### src/hw/rtl/assert_macros.svh
// ---------------------------------------------------------------------------
// assert_macros.svh
// Concurrent assertion shorthands, clocked on i_clk.
// ---------------------------------------------------------------------------
`ifndef ASSERT_MACROS_SVH
`define ASSERT_MACROS_SVH

// checked only while out of reset
`define DRLM_ASSERT(lbl, prop, msg) \
    lbl: assert property (@(posedge i_clk) disable iff (!i_rst_n) (prop)) else $error(msg);

// checked at every edge, reset included
`define DRLM_ASSERT_ALWAYS(lbl, prop, msg) \
    lbl: assert property (@(posedge i_clk) (prop)) else $error(msg);

`endif

### src/hw/rtl/drlm_pkg.sv
// ---------------------------------------------------------------------------
// drlm_pkg
// Types, sizes and rectangle helpers for the dirty rectangle list merger.
// ---------------------------------------------------------------------------
`default_nettype none

package drlm_pkg;

    localparam int MAX_RECTS  = 16;
    localparam int COORD_BITS = 16;
    localparam int IDX_W      = (MAX_RECTS > 1) ? $clog2(MAX_RECTS) : 1;
    localparam int CNT_W      = $clog2(MAX_RECTS + 1);

    typedef logic signed [COORD_BITS-1:0] t_coord;
    typedef logic [CNT_W-1:0]             t_count;
    typedef logic [IDX_W-1:0]             t_idx;

    typedef struct packed {
        t_coord l;
        t_coord t;
        t_coord r;
        t_coord b;
    } t_rect;

    typedef enum logic [1:0] {
        F_ADD   = 2'd0,
        F_MERGE = 2'd1,
        F_CLEAR = 2'd2,
        F_DUMP  = 2'd3
    } t_func;

    // strict, non-empty intersection
    function automatic logic rect_ovl(input t_rect a, input t_rect b);
        t_coord il, it, ir, ib;
        il = (a.l > b.l) ? a.l : b.l;
        it = (a.t > b.t) ? a.t : b.t;
        ir = (a.r < b.r) ? a.r : b.r;
        ib = (a.b < b.b) ? a.b : b.b;
        return (il < ir) && (it < ib);
    endfunction

    // bounding box of both
    function automatic t_rect rect_union(input t_rect a, input t_rect b);
        t_rect u;
        u.l = (b.l < a.l) ? b.l : a.l;
        u.t = (b.t < a.t) ? b.t : a.t;
        u.r = (b.r > a.r) ? b.r : a.r;
        u.b = (b.b > a.b) ? b.b : a.b;
        return u;
    endfunction

endpackage

`default_nettype wire

### src/hw/rtl/drlm_ram.sv
// ---------------------------------------------------------------------------
// drlm_ram
// Generic single-write, single-read RAM with registered read data.
// ---------------------------------------------------------------------------
`default_nettype none

module drlm_ram #(
    parameter  int WIDTH = 64,
    parameter  int DEPTH = 16,
    localparam int AW    = (DEPTH > 1) ? $clog2(DEPTH) : 1
) (
    input  wire logic             i_clk,
    input  wire logic             i_we,
    input  wire logic [AW-1:0]    i_waddr,
    input  wire logic [WIDTH-1:0] i_wdata,
    input  wire logic [AW-1:0]    i_raddr,
    output logic      [WIDTH-1:0] o_rdata
);

    logic [WIDTH-1:0] r_mem [DEPTH];

    always_ff @(posedge i_clk) begin
        if (i_we) begin
            r_mem[i_waddr] <= i_wdata;
        end
        o_rdata <= r_mem[i_raddr];
    end

endmodule

`default_nettype wire

### src/hw/rtl/dirty_rect_list_merger.sv
// ---------------------------------------------------------------------------
// dirty_rect_list_merger
// Bounded list of dirty rectangles, newest first, with add, merge, clear and
// dump operations. The list lives in a small RAM used as a ring: the head
// pointer moves back on a push, so entry 0 is always the newest one. One
// word in gives one result word, except dump, which gives one word per entry
// (or a single empty word when the list is empty); is_last marks the final
// word of each operation. Merge walks pairs (i, j) with one RAM read port
// and one shared compare/union unit. Every union rewrites entry i, shifts
// the tail down one place and rescans from the front. The input is not
// ready while an operation is in progress; a result waiting in the output
// register does not hold off the next word.
// ---------------------------------------------------------------------------
`default_nettype none

`include "assert_macros.svh"

module dirty_rect_list_merger (
    input  wire logic             i_clk,
    input  wire logic             i_rst_n,

    input  wire logic             i_valid,
    output logic                  o_ready,
    input  wire drlm_pkg::t_func  i_func,
    input  wire drlm_pkg::t_coord i_rect_left,
    input  wire drlm_pkg::t_coord i_rect_top,
    input  wire drlm_pkg::t_coord i_rect_right,
    input  wire drlm_pkg::t_coord i_rect_bottom,

    output logic                  o_valid,
    input  wire logic             i_ready,
    output drlm_pkg::t_coord      o_out_left,
    output drlm_pkg::t_coord      o_out_top,
    output drlm_pkg::t_coord      o_out_right,
    output drlm_pkg::t_coord      o_out_bottom,
    output logic                  o_has_rect,
    output drlm_pkg::t_count      o_entry_count,
    output logic                  o_was_merged,
    output logic                  o_full_drop,
    output logic                  o_is_last
);

    import drlm_pkg::*;

    localparam int SUM_W = CNT_W + 1;

    typedef enum logic [14:0] {
        S_IDLE    = 15'b000000000000001,
        S_ADD_RD  = 15'b000000000000010,
        S_ADD_LD  = 15'b000000000000100,
        S_ADD_CMP = 15'b000000000001000,
        S_MRG_I   = 15'b000000000010000,
        S_MRG_IL  = 15'b000000000100000,
        S_MRG_J   = 15'b000000001000000,
        S_MRG_JL  = 15'b000000010000000,
        S_MRG_CMP = 15'b000000100000000,
        S_SH_CHK  = 15'b000001000000000,
        S_SH_WR   = 15'b000010000000000,
        S_DMP_RD  = 15'b000100000000000,
        S_DMP_LD  = 15'b001000000000000,
        S_DMP_OUT = 15'b010000000000000,
        S_RESP    = 15'b100000000000000
    } t_state;

    // sequencer state
    t_state r_state, n_state;
    t_idx   r_head,  n_head;
    t_count r_count, n_count;
    t_count r_i, n_i;
    t_count r_j, n_j;
    t_count r_k, n_k;
    t_rect  r_a, n_a;      // entry i / front entry / entry being dumped
    t_rect  r_b, n_b;      // entry j / new rectangle
    logic   r_merged, n_merged;
    logic   r_drop,   n_drop;

    // output register
    logic   r_o_valid, n_o_valid;
    t_rect  r_o_rect,  n_o_rect;
    logic   r_o_has,   n_o_has;
    t_count r_o_count, n_o_count;
    logic   r_o_merged, n_o_merged;
    logic   r_o_drop,  n_o_drop;
    logic   r_o_last,  n_o_last;

    // RAM side
    logic   ram_we;
    t_idx   ram_waddr;
    t_rect  ram_wdata;
    t_idx   ram_raddr;
    t_rect  ram_rdata;

    // shared address unit and compare/union unit
    t_count             idx_sel;
    logic [SUM_W-1:0]   phys_sum;
    t_idx               phys;
    t_idx               head_dec;
    logic               hit;
    t_rect              uni;

    logic   out_free;
    logic   in_acc;
    t_count j_inc, k_inc;

    assign out_free = !r_o_valid || i_ready;
    assign in_acc   = i_valid && (r_state == S_IDLE);
    assign j_inc    = CNT_W'(r_j + 1'b1);
    assign k_inc    = CNT_W'(r_k + 1'b1);

    assign hit = rect_ovl(r_a, r_b);
    assign uni = rect_union(r_a, r_b);

    // logical index -> ring slot
    always_comb begin
        unique case (r_state)
            S_MRG_I, S_MRG_CMP: idx_sel = r_i;
            S_MRG_J:            idx_sel = r_j;
            S_SH_CHK:           idx_sel = k_inc;
            S_SH_WR, S_DMP_RD:  idx_sel = r_k;
            default:            idx_sel = '0;
        endcase
        phys_sum = SUM_W'(r_head) + SUM_W'(idx_sel);
        if (phys_sum >= SUM_W'(MAX_RECTS)) begin
            phys_sum = phys_sum - SUM_W'(MAX_RECTS);
        end
        phys     = phys_sum[IDX_W-1:0];
        head_dec = (r_head == '0) ? IDX_W'(MAX_RECTS - 1) : IDX_W'(r_head - 1'b1);
    end

    always_comb begin
        n_state    = r_state;
        n_head     = r_head;
        n_count    = r_count;
        n_i        = r_i;
        n_j        = r_j;
        n_k        = r_k;
        n_a        = r_a;
        n_b        = r_b;
        n_merged   = r_merged;
        n_drop     = r_drop;
        n_o_valid  = r_o_valid && !i_ready;
        n_o_rect   = r_o_rect;
        n_o_has    = r_o_has;
        n_o_count  = r_o_count;
        n_o_merged = r_o_merged;
        n_o_drop   = r_o_drop;
        n_o_last   = r_o_last;
        ram_we     = 1'b0;
        ram_waddr  = phys;
        ram_wdata  = uni;
        ram_raddr  = phys;

        unique case (r_state)
            S_IDLE: begin
                if (in_acc) begin
                    n_merged = 1'b0;
                    n_drop   = 1'b0;
                    unique case (i_func)
                        F_ADD: begin
                            n_b     = '{l: i_rect_left, t: i_rect_top,
                                        r: i_rect_right, b: i_rect_bottom};
                            n_state = S_ADD_RD;
                        end
                        F_MERGE: begin
                            n_i     = '0;
                            n_state = S_MRG_I;
                        end
                        F_CLEAR: begin
                            n_count = '0;
                            n_state = S_RESP;
                        end
                        F_DUMP: begin
                            n_k     = '0;
                            n_state = (r_count == '0) ? S_RESP : S_DMP_RD;
                        end
                        default: n_state = S_RESP;
                    endcase
                end
            end

            // front entry read at logical index 0
            S_ADD_RD: n_state = S_ADD_LD;
            S_ADD_LD: begin
                n_a     = ram_rdata;
                n_state = S_ADD_CMP;
            end
            S_ADD_CMP: begin
                priority if (r_count != '0 && hit) begin
                    ram_we   = 1'b1;
                    n_merged = 1'b1;
                end else if (r_count >= CNT_W'(MAX_RECTS)) begin
                    n_drop   = 1'b1;
                end else begin
                    ram_we    = 1'b1;
                    ram_waddr = head_dec;
                    ram_wdata = r_b;
                    n_head    = head_dec;
                    n_count   = CNT_W'(r_count + 1'b1);
                end
                n_state = S_RESP;
            end

            // scan row i; done once no later entry is left
            S_MRG_I: begin
                if (SUM_W'(r_i) + 1'b1 >= SUM_W'(r_count)) begin
                    n_state = S_RESP;
                end else begin
                    n_state = S_MRG_IL;
                end
            end
            S_MRG_IL: begin
                n_a     = ram_rdata;
                n_j     = CNT_W'(r_i + 1'b1);
                n_state = S_MRG_J;
            end
            S_MRG_J:  n_state = S_MRG_JL;
            S_MRG_JL: begin
                n_b     = ram_rdata;
                n_state = S_MRG_CMP;
            end
            S_MRG_CMP: begin
                if (hit) begin
                    ram_we  = 1'b1;
                    n_k     = r_j;
                    n_state = S_SH_CHK;
                end else if (j_inc < r_count) begin
                    n_j     = j_inc;
                    n_state = S_MRG_J;
                end else begin
                    n_i     = CNT_W'(r_i + 1'b1);
                    n_state = S_MRG_I;
                end
            end

            // close the gap at j, then rescan from the front
            S_SH_CHK: begin
                if (k_inc < r_count) begin
                    n_state = S_SH_WR;
                end else begin
                    n_count = CNT_W'(r_count - 1'b1);
                    n_i     = '0;
                    n_state = S_MRG_I;
                end
            end
            S_SH_WR: begin
                ram_we    = 1'b1;
                ram_wdata = ram_rdata;
                n_k       = k_inc;
                n_state   = S_SH_CHK;
            end

            S_DMP_RD: n_state = S_DMP_LD;
            S_DMP_LD: begin
                n_a     = ram_rdata;
                n_state = S_DMP_OUT;
            end
            S_DMP_OUT: begin
                if (out_free) begin
                    n_o_valid  = 1'b1;
                    n_o_rect   = r_a;
                    n_o_has    = 1'b1;
                    n_o_count  = r_count;
                    n_o_merged = 1'b0;
                    n_o_drop   = 1'b0;
                    n_o_last   = (k_inc == r_count);
                    n_k        = k_inc;
                    n_state    = (k_inc == r_count) ? S_IDLE : S_DMP_RD;
                end
            end

            S_RESP: begin
                if (out_free) begin
                    n_o_valid  = 1'b1;
                    n_o_rect   = '0;
                    n_o_has    = 1'b0;
                    n_o_count  = r_count;
                    n_o_merged = r_merged;
                    n_o_drop   = r_drop;
                    n_o_last   = 1'b1;
                    n_state    = S_IDLE;
                end
            end

            default: n_state = S_IDLE;
        endcase
    end

    always_ff @(posedge i_clk) begin
        if (!i_rst_n) begin
            r_state   <= S_IDLE;
            r_head    <= '0;
            r_count   <= '0;
            r_o_valid <= 1'b0;
        end else begin
            r_state   <= n_state;
            r_head    <= n_head;
            r_count   <= n_count;
            r_o_valid <= n_o_valid;
        end
    end

    always_ff @(posedge i_clk) begin
        r_i        <= n_i;
        r_j        <= n_j;
        r_k        <= n_k;
        r_a        <= n_a;
        r_b        <= n_b;
        r_merged   <= n_merged;
        r_drop     <= n_drop;
        r_o_rect   <= n_o_rect;
        r_o_has    <= n_o_has;
        r_o_count  <= n_o_count;
        r_o_merged <= n_o_merged;
        r_o_drop   <= n_o_drop;
        r_o_last   <= n_o_last;
    end

    drlm_ram #(
        .WIDTH ($bits(t_rect)),
        .DEPTH (MAX_RECTS)
    ) u_table (
        .i_clk   (i_clk),
        .i_we    (ram_we),
        .i_waddr (ram_waddr),
        .i_wdata (ram_wdata),
        .i_raddr (ram_raddr),
        .o_rdata (ram_rdata)
    );

    assign o_ready       = (r_state == S_IDLE);
    assign o_valid       = r_o_valid;
    assign o_out_left    = r_o_rect.l;
    assign o_out_top     = r_o_rect.t;
    assign o_out_right   = r_o_rect.r;
    assign o_out_bottom  = r_o_rect.b;
    assign o_has_rect    = r_o_has;
    assign o_entry_count = r_o_count;
    assign o_was_merged  = r_o_merged;
    assign o_full_drop   = r_o_drop;
    assign o_is_last     = r_o_last;

    `DRLM_ASSERT(a_count_bound, r_count <= CNT_W'(MAX_RECTS), "list count above capacity")
    `DRLM_ASSERT(a_single_last, o_valid && !o_has_rect |-> o_is_last,
                 "non-dump result not marked last")
    `DRLM_ASSERT(a_dump_count, o_valid && o_has_rect |-> o_entry_count != '0,
                 "dumped entry from an empty list")
    `DRLM_ASSERT_ALWAYS(a_reset_idle, !i_rst_n |=> !o_valid && o_ready,
                        "not idle after reset")

endmodule

`default_nettype wire
### config.mk
export PLATFORM = sky130hd
export DESIGN_NAME = dirty_rect_list_merger
export DESIGN_NICKNAME = d
export VERILOG_FILES = /design/src/hw/rtl/drlm_pkg.sv /design/src/hw/rtl/drlm_ram.sv /design/src/hw/rtl/dirty_rect_list_merger.sv
export VERILOG_INCLUDE_DIRS = /design/src /design/src/hw/rtl
export SDC_FILE = /design/constraint.sdc
export NUM_CORES = 2
export LEC_CHECK = 0
export BUFFER_PORTS_ARGS = -buffer_cell sky130_fd_sc_hd__buf_4
export CORE_MARGIN = 2
export CORE_UTILIZATION = 54
export CTS_BUF_LIST = sky130_fd_sc_hd__clkbuf_16
export CTS_CLUSTER_DIAMETER = 120
export CTS_CLUSTER_SIZE = 28
export DETAILED_ROUTE_END_ITERATION = 16
export HOLD_SLACK_MARGIN = 0.1
export PLACE_DENSITY = 0.7
export SETUP_SLACK_MARGIN = 0.02
export SYNTH_ARGS = -nofsm -noshare
export SYNTH_HDL_FRONTEND = slang
export SYNTH_SLANG_ARGS = --single-unit
### constraint.sdc
create_clock -name i_clk -period 9.5 [get_ports i_clk]
set_clock_uncertainty 0.1 [all_clocks]
set_input_delay 0.475 -clock i_clk [delete_from_list [all_inputs] [get_ports i_clk]]
set_output_delay 0.475 -clock i_clk [all_outputs]
set_load 0.03 [all_outputs]
==> results_tabular.tex <==
\begin{tabular}{lr}
\hline
Metric & Value \\
\hline
\multicolumn{2}{l}{\textbf{Floorplan}} \\
Die extent in x & 325.2 µm \\
Num rows & 117 \\
Area of the core & 102000 µm² \\
IO Count & 145 \\
Initial cell density of the core & 0.5459 \\
Vertical die dimension & 325.2 µm \\
Area of the die & 105700 µm² \\
\multicolumn{2}{l}{\textbf{Power and ir drop}} \\
Part of the total power dissipated in sequential elements & 0.662 \\
Sw power & 2106 µW \\
Overall power & 9805 µW \\
Sw Ratio & 0.2147 \\
Cell leakage power & 0.01980 µW \\
P\_int & 7700 µW \\
Max IR drop VDD & 152.8 µV \\
Pwr dens & 160.5 nW/µm² \\
Proportion of power drawn by the clock network & 0.280 \\
Logic pwr share & 0.058 \\
\multicolumn{2}{l}{\textbf{Synthesis}} \\
Syn nets & 3502 \\
Post-Synthesis Cells & 3313 \\
Most frequently used flop master after synthesis & sky130\_fd\_sc\_hd\_\_edfxtp\_1 \\
Yosys cell types & 79 \\
Sequential share of the synthesized area & 0.7015 \\
Number of synthesized flops with an enable pin & 1242 \\
Dominant cell type by area after synthesis & sky130\_fd\_sc\_hd\_\_edfxtp\_1 \\
Proportion of netlist area held by the largest area contributor & 0.6696 \\
Async set-or-reset flop fraction in the synthesized netlist & 0 \\
Flop and latch count out of synthesis & 1331 \\
Mean instance size in the synthesized netlist & 16.81 µm² \\
Area contributors post-synth & sky130\_fd\_sc\_hd\_\_edfxtp\_1 67\%, sky130\_fd\_sc\_hd\_\_mux4\_2 10\%, sky130\_fd\_sc\_hd\_\_dfxtp\_1 3.2\% \\
Synthesis warning total & 0 \\
Mapped cell area & 55700 µm² \\
\multicolumn{2}{l}{\textbf{Job}} \\
Number of maximum-capacitance constraint violations & 0 \\
\multicolumn{2}{l}{\textbf{Setup path}} \\
Critical Path Source & r\_b[15] \\
Required @ worst endpoint & 9700 ps \\
Nature of the critical path endpoint & flip-flop \\
Data arrival at the endpoint of the critical path & 8450 ps \\
Worst reg2reg path endpoint & u\_table.r\_mem[13][25] \\
Flop-to-flop setup slack & 1250 ps \\
Path type of the worst setup path & flip-flop to flip-flop \\
Destination of the critical timing path & u\_table.r\_mem[13][25] \\
Launching point of the worst reg2reg path & r\_b[15] \\
Logic depth of the worst register-to-register path & 22 \\
Worst-path fanout max & 31 \\
CP Launch Type & flip-flop \\
\multicolumn{2}{l}{\textbf{STA}} \\
RSZ-0062 raised after global routing & no \\
Minimum clock period & 8252 ps \\
Relative slew slack & 0.09017 \\
Final total negative setup slack & 0 ps \\
Number of failing hold endpoints at the final stage & 0 \\
Fin. max-slew vios & 0 \\
Highest attainable clock frequency & 121.2 MHz \\
Slew @ Worst Pin & 1350 ps \\
Share of the clock period used by the worst path & 0.8686 \\
Setup Viol. Count Final & 0 \\
\multicolumn{2}{l}{\textbf{Clocking}} \\
Clock H-tree levels & 2 \\
TritonCTS buffer count & 53 \\
Clock tree from TritonCTS & yes \\
CTS clock-pin slew for the worst setup and hold paths & 110 ps \\
Clk Tree Root Cell & sky130\_fd\_sc\_hd\_\_clkbuf\_16 \\
TritonCTS sink count & 1331 \\
Deepest clock path buffer count & 3 \\
Clock latency reported for the late side of the worst-skew pair & 670 ps \\
\multicolumn{2}{l}{\textbf{Routing}} \\
Drt pass-1 iters & 6 \\
Vias & 31800 \\
Routed length per instance & 29.41 µm \\
Antenna Nets Post-Route & 0 \\
Mean number of vias per cell & 6.502 \\
Detailed-route wire length & 143800 µm \\
Violation count after the first detailed-routing iteration & 4159 \\
DRC violation count after routing & 0 \\
\multicolumn{2}{l}{\textbf{Layout}} \\
Area added between synthesis and finish & 9.657\% \\
Combined area of the multi-input logic cells & 15860 µm² \\
Filler cell count in the final layout & 7424 \\
Layout cell share with drive strength beyond 1 & 0.1993 \\
Area of all sequential standard cells & 39080 µm² \\
Count of nets after finishing & 3672 \\
\multicolumn{2}{l}{\textbf{Place}} \\
Port Buffers & 144 \\
Half-perimeter wire length after detailed placement & 84080 µm \\
Final weighted congestion in routability-driven placement & 0.9123 \\
\multicolumn{2}{l}{\textbf{Global route}} \\
Global-route wire length before repair & 210000 µm \\
Number of antenna violations at the first check in global routing & 3 \\
Total routing usage reported by global routing & 0.2690 \\
Maximum number of pins on one net before global-route repair & 133 \\
Total global routing overflow & 0 \\
Number of global-route vias before repair & 31670 \\
\multicolumn{2}{l}{\textbf{Min path}} \\
Cell depth of the worst min-delay path & 5 \\
Hold Path Class & input pin to flip-flop \\
\multicolumn{2}{l}{\textbf{Status}} \\
Status & finished clean \\
\hline
\end{tabular}
## state kept, by name (all words and copies together), names as in the netlist
signal,flops
o_out_left,16
r_count,5
o_out_top,16
o_full_drop,1
r_a,64
r_head,4
r_merged,1
r_i,5
r_b,64
o_has_rect,1
u_table.r_mem,1024
u_table.o_rdata,64
o_out_right,16
o_entry_count,5
r_j,5
o_valid,1
o_is_last,1
r_k,5
o_out_bottom,16
o_was_merged,1
r_state,15
r_drop,1
## repair_timing
item                                   CTS  global route
buffers inserted                         0             0
gates resized for setup                  0             0
setup endpoints to repair                0             0
endpoints found under the hold margin   80             0
hold buffers                            69             0
## worst max-delay path: stages, from the launching register on
cell	delay, ps
sky130_fd_sc_hd__edfxtp_1	490
sky130_fd_sc_hd__ha_1	390
sky130_fd_sc_hd__nand4_2	150
sky130_fd_sc_hd__or4_4	610
sky130_fd_sc_hd__a21oi_2	220
sky130_fd_sc_hd__a211o_2	260
sky130_fd_sc_hd__nand2_1	70
sky130_fd_sc_hd__nand2_1	690
sky130_fd_sc_hd__buf_4	370
sky130_fd_sc_hd__nor2_1	60
sky130_fd_sc_hd__a21oi_1	350
sky130_fd_sc_hd__ha_1	260
sky130_fd_sc_hd__nand2_1	60
sky130_fd_sc_hd__o21ai_0	680
sky130_fd_sc_hd__o21bai_1	220
sky130_fd_sc_hd__nand2b_1	130
sky130_fd_sc_hd__o211ai_1	120
sky130_fd_sc_hd__o221ai_2	290
sky130_fd_sc_hd__mux2_2	460
sky130_fd_sc_hd__o21ai_0	430
sky130_fd_sc_hd__nand4_1	500
sky130_fd_sc_hd__a21oi_4	330
sky130_fd_sc_hd__buf_4	580
## cell usage in the layout (no fill, tap or decap), types with 69 or more instances in the layout
cell type / count
sky130_fd_sc_hd__mux2_2: 101
sky130_fd_sc_hd__inv_1: 120
sky130_fd_sc_hd__nand2_1: 257
sky130_fd_sc_hd__dfxtp_1: 89
sky130_fd_sc_hd__and2_1: 75
sky130_fd_sc_hd__a21oi_1: 84
sky130_fd_sc_hd__edfxtp_1: 1242
sky130_fd_sc_hd__mux4_2: 256
sky130_fd_sc_hd__buf_4: 208
sky130_fd_sc_hd__ha_1: 116
sky130_fd_sc_hd__nor2_1: 131
sky130_fd_sc_hd__dlygate4sd3_1: 69
sky130_fd_sc_hd__a31oi_1: 72
sky130_fd_sc_hd__o21ai_0: 97
## layer usage
| layer | up-vias | part of all wire | GRT usage |
|---|---|---|---|
| li1 | 13430 | - | - |
| met1 | 16480 | 0.40 | 0.3797 |
| met2 | 1641 | 0.48 | 0.4302 |
| met3 | 250 | 0.091 | 0.04945 |
| met4 | 2 | 0.031 | 0.08283 |
| met5 | - | 0.00013 | 0 |
## layout make-up
class | count | share of cell area
Antenna cell | 1 | 0.00004097
Clock buffer | 54 | 0.02212
Clock inverter | 40 | 0.002786
Inverter | 84 | 0.005162
Multi-Input combinational cell | 1719 | 0.2597
Sequential cell | 1331 | 0.6398
Tap cell | 1368 | 0.02802
Timing Repair Buffer | 294 | 0.04244
## how the worst min path moves through the flow
stage / from / to / slack [ps]
5_1_grt: i_func[1] / r_state[1] / 140
6_report: i_func[1] / r_state[14] / 160
3_5_place_dp: u_table.o_rdata[18] / r_a[18] / 340
2_1_floorplan: r_count[4] / o_entry_count[4] / 310
3_3_place_gp: u_table.o_rdata[48] / r_a[48] / 340
4_1_cts: i_func[1] / r_state[14] / 120
## stage by stage
stage | setup slack [ps] | utilization | hold WS (ps) | instance area [µm²] | instances
6_report | 1248 | 0.5986 | 155.4 | 61080 | 4891
5_1_grt | 1011 | 0.5986 | 144.6 | 61080 | 4890
4_1_cts | 1444 | 0.5986 | 122.0 | 61080 | 4890
3_5_place_dp | 1481 | 0.5769 | 340.8 | 58870 | 4727
3_3_place_gp | 1634 | 0.5769 | 337.4 | 58870 | 4727
2_1_floorplan | 942.2 | - | 306.4 | 55700 | 3313
## power by group through the flow
stage	clock network, µW	logic, µW	registers, µW
final	2750	569	6490
after global routing	2980	611	6490
after CTS	2800	560	6490
after detailed placement	0	533	6620
after global placement	0	511	6620
after floorplan	0	311	6620
## synthesized netlist by cell type (9+ instances only)
cell	count
sky130_fd_sc_hd__dfxtp_1	89
sky130_fd_sc_hd__o211ai_1	21
sky130_fd_sc_hd__inv_1	84
sky130_fd_sc_hd__a22oi_1	64
sky130_fd_sc_hd__o21ai_0	101
sky130_fd_sc_hd__nand3_1	29
sky130_fd_sc_hd__buf_1	33
sky130_fd_sc_hd__and3_1	9
sky130_fd_sc_hd__a31oi_1	72
sky130_fd_sc_hd__a21oi_1	94
sky130_fd_sc_hd__xnor2_1	11
sky130_fd_sc_hd__nor2b_1	13
sky130_fd_sc_hd__nor2_1	141
sky130_fd_sc_hd__nor3_1	21
sky130_fd_sc_hd__o21ai_1	48
sky130_fd_sc_hd__edfxtp_1	1242
sky130_fd_sc_hd__ha_1	117
sky130_fd_sc_hd__clkbuf_1	118
sky130_fd_sc_hd__mux4_2	256
sky130_fd_sc_hd__mux2_2	101
sky130_fd_sc_hd__buf_2	18
sky130_fd_sc_hd__and2_1	75
sky130_fd_sc_hd__a211oi_1	68
sky130_fd_sc_hd__mux2i_1	57
sky130_fd_sc_hd__nand2_1	257
sky130_fd_sc_hd__nand4_1	33
sky130_fd_sc_hd__nand2b_1	15
sky130_fd_sc_hd__a21o_1	12
## cells by family after synthesis
logic type | synth area share
xor+xnor | 0.003122
mux | 0.1350
buf+inv | 0.01914
flops | 0.7015
simple gates | 0.05384
fa+ha+maj | 0.02700
compound gates | 0.06040
(Power assumes the default switching activity.)
